===== src/rtl/tun_pkg.sv =====
`timescale 1ns / 1ps
// ----------------------------------------------------------------------------
// tun_pkg
// Shared constants, types and helpers for the triangle unit normal block.
// ----------------------------------------------------------------------------
package tun_pkg;

  // fraction bits of each normal component
  localparam int NORMAL_FRAC_BITS = 30;

  // coordinate, edge and cross product widths
  localparam int COORD_W  = 32;
  localparam int EDGE_W   = COORD_W + 1;
  localparam int CROSS_W  = 2 * EDGE_W;
  localparam int CMAG_W   = CROSS_W - 1;
  localparam int HPOS_W   = $clog2(CMAG_W);

  // normalized magnitudes land their top bit here
  localparam int NORM_TOP_BIT = 30;
  localparam int MAG_W        = NORM_TOP_BIT + 1;
  localparam int SQ_W         = 2 * MAG_W;
  localparam int SUM_W        = SQ_W + 2;

  // digit recurrence for t = floor(2 * m * 2^F / sqrt(S))
  localparam int NSTEP  = NORMAL_FRAC_BITS + 2;
  localparam int T_W    = NSTEP;
  localparam int QACC_W = T_W + SUM_W;
  localparam int REM_W  = 2 * NORMAL_FRAC_BITS + 70;
  localparam int RSH    = 2 * NORMAL_FRAC_BITS + 2;

  // output width and queue depth
  localparam int OUT_W   = 32;
  localparam int QDEPTH  = 4;
  localparam int QPTR_W  = $clog2(QDEPTH);
  localparam int QCNT_W  = $clog2(QDEPTH + 1);

  // one classified triangle handed from front to back
  typedef struct packed {
    logic [MAG_W-1:0] mag_x;
    logic [MAG_W-1:0] mag_y;
    logic [MAG_W-1:0] mag_z;
    logic             neg_x;
    logic             neg_y;
    logic             neg_z;
    logic             degen;
  } norm_item_t;

  // position of the highest set bit (zero when no bit set)
  function automatic logic [HPOS_W-1:0] top_bit(input logic [CMAG_W-1:0] v);
    logic [HPOS_W-1:0] h;
    h = '0;
    for (int i = 0; i < CMAG_W; i++) begin
      if (v[i]) h = HPOS_W'(i);
    end
    return h;
  endfunction

endpackage


===== src/rtl/tun_fifo.sv =====
`timescale 1ns / 1ps
// ----------------------------------------------------------------------------
// tun_fifo
// Short queue of classified triangles between the front and the back.
// ----------------------------------------------------------------------------
module tun_fifo (
  input  logic                clk,
  input  logic                rst,
  input  logic                push,
  input  tun_pkg::norm_item_t push_item,
  output logic                full,
  input  logic                pop,
  output logic                empty,
  output tun_pkg::norm_item_t pop_item
);

  tun_pkg::norm_item_t            mem [tun_pkg::QDEPTH];
  logic [tun_pkg::QPTR_W-1:0]     wptr;
  logic [tun_pkg::QPTR_W-1:0]     rptr;
  logic [tun_pkg::QCNT_W-1:0]     count;

  assign full     = (count == tun_pkg::QCNT_W'(tun_pkg::QDEPTH));
  assign empty    = (count == '0);
  assign pop_item = mem[rptr];

  // storage
  always_ff @(posedge clk) begin
    if (push) begin
      mem[wptr] <= push_item;
    end
  end

  // pointers and fill count
  always_ff @(posedge clk) begin
    if (rst) begin
      wptr  <= '0;
      rptr  <= '0;
      count <= '0;
    end else begin
      if (push) wptr <= wptr + 1'b1;
      if (pop)  rptr <= rptr + 1'b1;
      if (push && !pop) begin
        count <= count + 1'b1;
      end else if (pop && !push) begin
        count <= count - 1'b1;
      end
    end
  end

endmodule


===== config.mk =====
export PLATFORM = sky130hd
export DESIGN_NAME = tun_fifo
export DESIGN_NICKNAME = d
export VERILOG_FILES = /design/src/rtl/tun_pkg.sv /design/src/rtl/tun_fifo.sv
export SDC_FILE = /design/constraint.sdc
export NUM_CORES = 1
export LEC_CHECK = 0
export BUFFER_PORTS_ARGS = -buffer_cell sky130_fd_sc_hd__buf_2
export CAP_MARGIN = 40
export CORE_ASPECT_RATIO = 0.6
export CORE_MARGIN = 10
export CORE_UTILIZATION = 45
export CTS_CLUSTER_SIZE = 24
export DETAILED_ROUTE_END_ITERATION = 7
export PLACE_DENSITY = 0.75
export SYNTH_ARGS = -nofsm -noshare
export SYNTH_HDL_FRONTEND = slang
export SYNTH_SLANG_ARGS = --single-unit

===== constraint.sdc =====
create_clock -name clk -period 6.33 [get_ports clk]
set_input_delay 1.266 -clock clk [delete_from_list [all_inputs] [get_ports clk]]
set_output_delay 1.266 -clock clk [all_outputs]
set_load 0.03 [all_outputs]

==> results.sh, run 1 <==
export IMPL_die_area_sq_mm=0.03982
export IMPL_numCtsBuffers=36
export IMPL_clk_pin_slew_ps=60
export IMPL_syn_inst=551
export IMPL_cts_path_max_buffers=3
export IMPL_wl_per_cell_microns=23.38
export IMPL_tns_ps=0
export IMPL_timing_rr_start="wptr[0]"
export IMPL_crit_family="flip-flops"
export IMPL_slowest_delay_ps=750
export IMPL_synthTopCellsByArea="edfxtp_1 81%, mux4_2 15%, dfxtp_1 1.3%"
export IMPL_track_usage_pct=14.41
export IMPL_antenna_found_initial=8
export IMPL_min_period_ps=3963
export IMPL_synth_top_area_share_pct=80.83
export IMPL_cts_tree="done"
export IMPL_p_per_area_mw_per_mm2=340.8
export IMPL_seq_area_sq_mm=0.01184
export IMPL_clk_latency_ps=520
export IMPL_synth_edf_count=388
export IMPL_core_area_sq_mm=0.03141
export IMPL_leakage_nw=5.715
export IMPL_status="completed"
export IMPL_start_kind="flip-flop"
export IMPL_ys_warn_count=0
export IMPL_drt_initial_drc_count=531
export IMPL_slew_violations=0
export IMPL_ant_nets=0
export IMPL_hpwl_microns=18060
export IMPL_cts_resized=0
export IMPL_postCtsSetupBuffers=0
export IMPL_initial_core_util_pct=45.90
export IMPL_drv_cap=0
export IMPL_grt_pass1_wl_microns=43350
export IMPL_worstPathArrival_ps=2700
export IMPL_wl_microns=28550
export IMPL_drc=0
export IMPL_synth_most_common_cell="edfxtp_1"
export IMPL_hold_viol=0
export IMPL_ys_flop_type="edfxtp_1"
export IMPL_via_count=6475
export IMPL_cp_slowest_cell="dfxtp_4"
export IMPL_crit_path_cell_trace="buf_12, mux4_2, buf_2"
export IMPL_fill_cells=2378
export IMPL_drive_gt1_share_pct=44.64
export IMPL_ys_seq_area_share_pct=82.08
export IMPL_dpl_worst_slack_ps=2838
export IMPL_syn_num_nets=658
export IMPL_syn_area_sq_mm=0.01441
export IMPL_crit_type="flip-flop to primary output"
export IMPL_drt_pass1_iter_count=5
export IMPL_cp_required_ps=5060
export IMPL_grt_pass1_vias=6921
export IMPL_synth_distinct_cells=21
export IMPL_multiInputGateArea_sq_mm=0.002425
export IMPL_ioPinCount=200
export IMPL_rows=50
export IMPL_hold_class="flip-flop to flip-flop"
export IMPL_gp_congestion=0.6924
export IMPL_grt_overflow=0
export IMPL_finClkSkew_ps=16.76
export IMPL_final_nets=884
export IMPL_clock_sinks=397
export IMPL_avgViaCountPerCell=5.303
export IMPL_cts_htree_levels=2
export IMPL_syn_area_per_cell_sq_um=26.16
export IMPL_layout_worst_path_cycle_share_pct=62.61
export IMPL_die_y_microns=158.6
export IMPL_layout_setup_ws_ps=2367
export IMPL_hp_start="count[2]"
export IMPL_cp_num_buf_inv=2
export IMPL_cts_hold_buf=0
export IMPL_ys_ff_latch=397
export IMPL_peakVddDrop_mv=0.2397
export IMPL_synthTopCellsByCount="388 x edfxtp_1, 97 x mux4_2, 11 x buf_2"
export IMPL_grt_max_degree=71
export IMPL_fp_dieW_microns=251.1
export IMPL_tightest_slew_ps=639.8
export IMPL_relSlewSlack_pct=57.35
export IMPL_rsz0062_at_grt="no"
export IMPL_setup_viol=0
export IMPL_async_flop_share_pct=0
export IMPL_clock_fmax_ghz=0.2523
export IMPL_portBuffers=199
export IMPL_crit_fanout=70
export IMPL_area_growth_pct=18.72
export IMPL_synth_area_leader_cell="edfxtp_1"
export IMPL_cts_root_buf="clkbuf_16"
export IMPL_critPathCaptureType="primary output"
[power by group]
part | switching (mW) | leakage [nW] | total (mW) | internal [mW]
clock | 0.877 | 0.536 | 2.07 | 1.19
combinational | 0.445 | 1.54 | 0.698 | 0.253
sequential | 0.0448 | 3.64 | 3.06 | 3.02
[flip-flops by register name, summed over array words and instances (netlist names), named ones only]
name and count:
mem 388, count 3, rptr 2, wptr 2
[cells in the final DEF (no fill, tap or decap), drive strengths merged, types with 2 or more instances in the layout]
cell type and n:
and2 4, buf 211, bufinv 3, clkbuf 47
clkinv 12, dfxtp 9, diode 3, edfxtp 388
ha 5, inv 4, mux2i 2, mux4 97
nor2 7, xnor2 2, xor2 3
[routing by layer]
| layer | GRT usage [%] | wire length, microns | up-vias |
|---|---|---|---|
| li1 | - | - | 2823 |
| met1 | 19.06 | 12360 | 3400 |
| met2 | 22.36 | 13380 | 205 |
| met3 | 5.405 | 2353 | 43 |
| met4 | 3.506 | 431 | 4 |
| met5 | 0 | 21 | - |
[layout make-up]
type | instances | area share, %
sequential | 397 | 69.18
multi-input combinational | 127 | 14.17
timing repair buffer | 211 | 6.990
clock buffer | 47 | 5.630
tap | 416 | 3.042
clock inverter | 16 | 0.8554
inverter | 4 | 0.08774
antenna | 3 | 0.04387
[worst reg2reg max path: stages (launching register included)]
cell,delay [ps]
dfxtp_1,400
ha_1,170
and2_4,470
buf_4,580
[kinds of logic (layout without fill, tap and decap cells)]
logic type                 count (synthesis)  count (layout)  share of synthesized area (%)
and+or+nand+nor                           15              15                         0.5121
other                                      0               3                              0
xor gates and xnor gates                   5               5                         0.3039
adders and majority gates                  6               6                         0.5729
buffers and inverters                     27             278                          1.163
muxes                                     99              99                          15.30
DFF                                      397             397                          82.08
AOI/OAI and AO/OA                          2               2                        0.06938
[worst paths after layout]
kind	endpoint	slack [ps]	cells after the start
max	pop_item[2]	2370	3
min	count[2]	520	2
max reg2reg	mem[1][36]	4300	3
min reg2reg	count[2]	520	2
[stage by stage]
stage	power (mW)	utilization, %	std cells	area (sq um)	hold slack (ps)
finish	5.832	54.49	1221	17110	518.5
global route	6.077	54.47	1219	17110	546.5
CTS	5.913	54.47	1218	17110	523.3
detailed placement	3.834	50.93	1155	16000	512.2
global placement	3.808	50.48	1149	15850	479.3
floorplan	3.594	-	551	14410	466.3
No activity file was read; power rests on OpenSTA's default activity.
==> run 2, diff against run 1 <==
Clock period 6.33 ns to 3.7 ns, I/O delays scaled along.
==> run 2 against run 1 <==
- sequential power grew 72%
- sequential cell count is the same
- via count grew 0.60%
- clock skew grew 6.0 ps
- cell count grew 0.33%
- combinational power grew 70%
- first-iteration DRC count shrank 21%
- die area is the same
- power grew 70%
- core utilization shrank 0.068 points
- sequential share of layout area grew 0.086 points
- register-to-register slack lost 2600 ps
- largest power group unchanged
==> results.sh, run 2 (synthesis gave the netlist of run 1 again) <==
export IMPL_die_area_sq_mm=0.03982
export IMPL_fill_cells=2395
export IMPL_worstPathArrival_ps=2360
export IMPL_final_cells=1225
export IMPL_clk_pin_slew_ps=60
export IMPL_critPathCaptureType="primary output"
export IMPL_cts_hold_buf=0
export IMPL_postCtsSetupBuffers=0
export IMPL_crit_fanout=38
export IMPL_p_total_mw=9.907
export IMPL_grt_pass1_vias=6982
export IMPL_die_y_microns=158.6
export IMPL_min_period_ps=3099
export IMPL_portBuffers=199
export IMPL_via_count=6514
export IMPL_clock_sinks=397
export IMPL_numCtsBuffers=37
export IMPL_drive_gt1_share_pct=45.71
export IMPL_grt_max_degree=62
export IMPL_peakVddDrop_mv=0.4323
export IMPL_crit_path_cell_trace="buf_12, mux4_2, buf_2"
export IMPL_final_cell_mix="388 x edfxtp_1, 199 x buf_2, 97 x mux4_2, 37 x clkbuf_16, 8 x clkinv_2"
export IMPL_tns_ps=0
export IMPL_ant_nets=0
export IMPL_setup_viol=0
export IMPL_track_usage_pct=14.10
export IMPL_largest_reg_flops=388
export IMPL_clk_latency_ps=530
export IMPL_gp_congestion=0.7264
export IMPL_antenna_found_initial=8
export IMPL_tightest_slew_ps=832.4
export IMPL_grt_pass1_wl_microns=42780
export IMPL_relSlewSlack_pct=44.51
export IMPL_core_area_sq_mm=0.03141
export IMPL_multiInputGateArea_sq_mm=0.002425
export IMPL_layout_worst_path_cycle_share_pct=83.76
export IMPL_cts_tree="done"
export IMPL_rows=50
export IMPL_clock_fmax_ghz=0.3227
export IMPL_cp_num_buf_inv=2
export IMPL_wl_microns=28420
export IMPL_fin_area_sq_mm=0.01709
export IMPL_rsz0062_at_grt="no"
export IMPL_p_per_area_mw_per_mm2=579.6
export IMPL_layout_commonest_cell="edfxtp_1"
export IMPL_cp_slowest_cell="dfxtp_4"
export IMPL_cts_htree_levels=2
export IMPL_place_inst=1157
export IMPL_hold_viol=0
export IMPL_drc=0
export IMPL_drv_cap=0
export IMPL_largestRegisters="mem: 388 flops, count: 3 flops"
export IMPL_final_nets=887
export IMPL_max_flop_register="mem"
export IMPL_finClkSkew_ps=22.73
export IMPL_grt_overflow=0
export IMPL_leakage_nw=5.717
export IMPL_cts_root_buf="clkbuf_16"
export IMPL_start_kind="flip-flop"
export IMPL_seq_area_sq_mm=0.01184
export IMPL_hold_class="primary input to flip-flop"
export IMPL_fp_dieW_microns=251.1
export IMPL_cp_required_ps=2960
export IMPL_cts_path_max_buffers=3
export IMPL_slowest_delay_ps=620
export IMPL_dpl_cell_area_sq_mm=0.01599
export IMPL_drt_pass1_iter_count=4
export IMPL_initial_core_util_pct=45.90
export IMPL_drt_initial_drc_count=421
export IMPL_wl_per_cell_microns=23.20
export IMPL_avgViaCountPerCell=5.318
export IMPL_crit_type="flip-flop to primary output"
export IMPL_cts_resized=0
export IMPL_crit_family="flip-flops"
export IMPL_status="completed"
export IMPL_area_growth_pct=18.58
export IMPL_hpwl_microns=17790
export IMPL_ioPinCount=200
export IMPL_slew_violations=0
run 2: layout make-up:
type | instances | area share, %
Timing Repair Buffer | 213 | 6.955
Clock buffer | 43 | 5.549
Antenna cell | 4 | 0.05857
Multi-Input combinational cell | 127 | 14.19
Tap cell | 416 | 3.045
Sequential cell | 397 | 69.27
Clock inverter | 21 | 0.8492
Inverter | 4 | 0.08785
run 2: per-layer routing:
metal / routed length [microns] / vias to the layer above / track usage, % / share of wire [%]
met5: 31 / - / 0 / 0.11
met4: 364 / 4 / 2.787 / 1.3
met3: 2147 / 39 / 4.575 / 7.6
met2: 13570 / 213 / 22.45 / 48
met1: 12310 / 3424 / 18.89 / 43
li1: - / 2834 / - / -
run 2: metrics by stage:
step	hold slack, ps	setup slack, ps	util (%)
final	428.1	600.8	54.42
after global routing	406.0	434.4	54.39
after CTS	398.1	511.7	54.39
after detailed placement	495.4	1099	50.91
after global placement	489.8	1117	50.91
after floorplan	466.3	251.6	-
run 2: final timing paths:
check	to	depth (start not counted)	start	slack, ps
setup / recovery	pop_item[52]	3	flip-flop	600
hold / removal	mem[2][1]	1	push_item[1]	430
setup reg to reg	mem[2][69]	4	wptr[0]	1730
hold reg to reg	count[2]	2	count[2]	510
run 2: where the power goes:
part / switching (mW) / total, mW / leakage [nW] / internal (mW)
Sequential: 0.0821 / 5.25 / 3.64 / 5.16
Combinational: 0.756 / 1.19 / 1.54 / 0.436
Clock: 1.55 / 3.47 / 0.537 / 1.92
run 2: worst register-to-register path, stage by stage, from the launching register on:
cell and delay (ps):
dfxtp_1 350, inv_1 100, ha_1 140, and2_4 690, buf_4 380
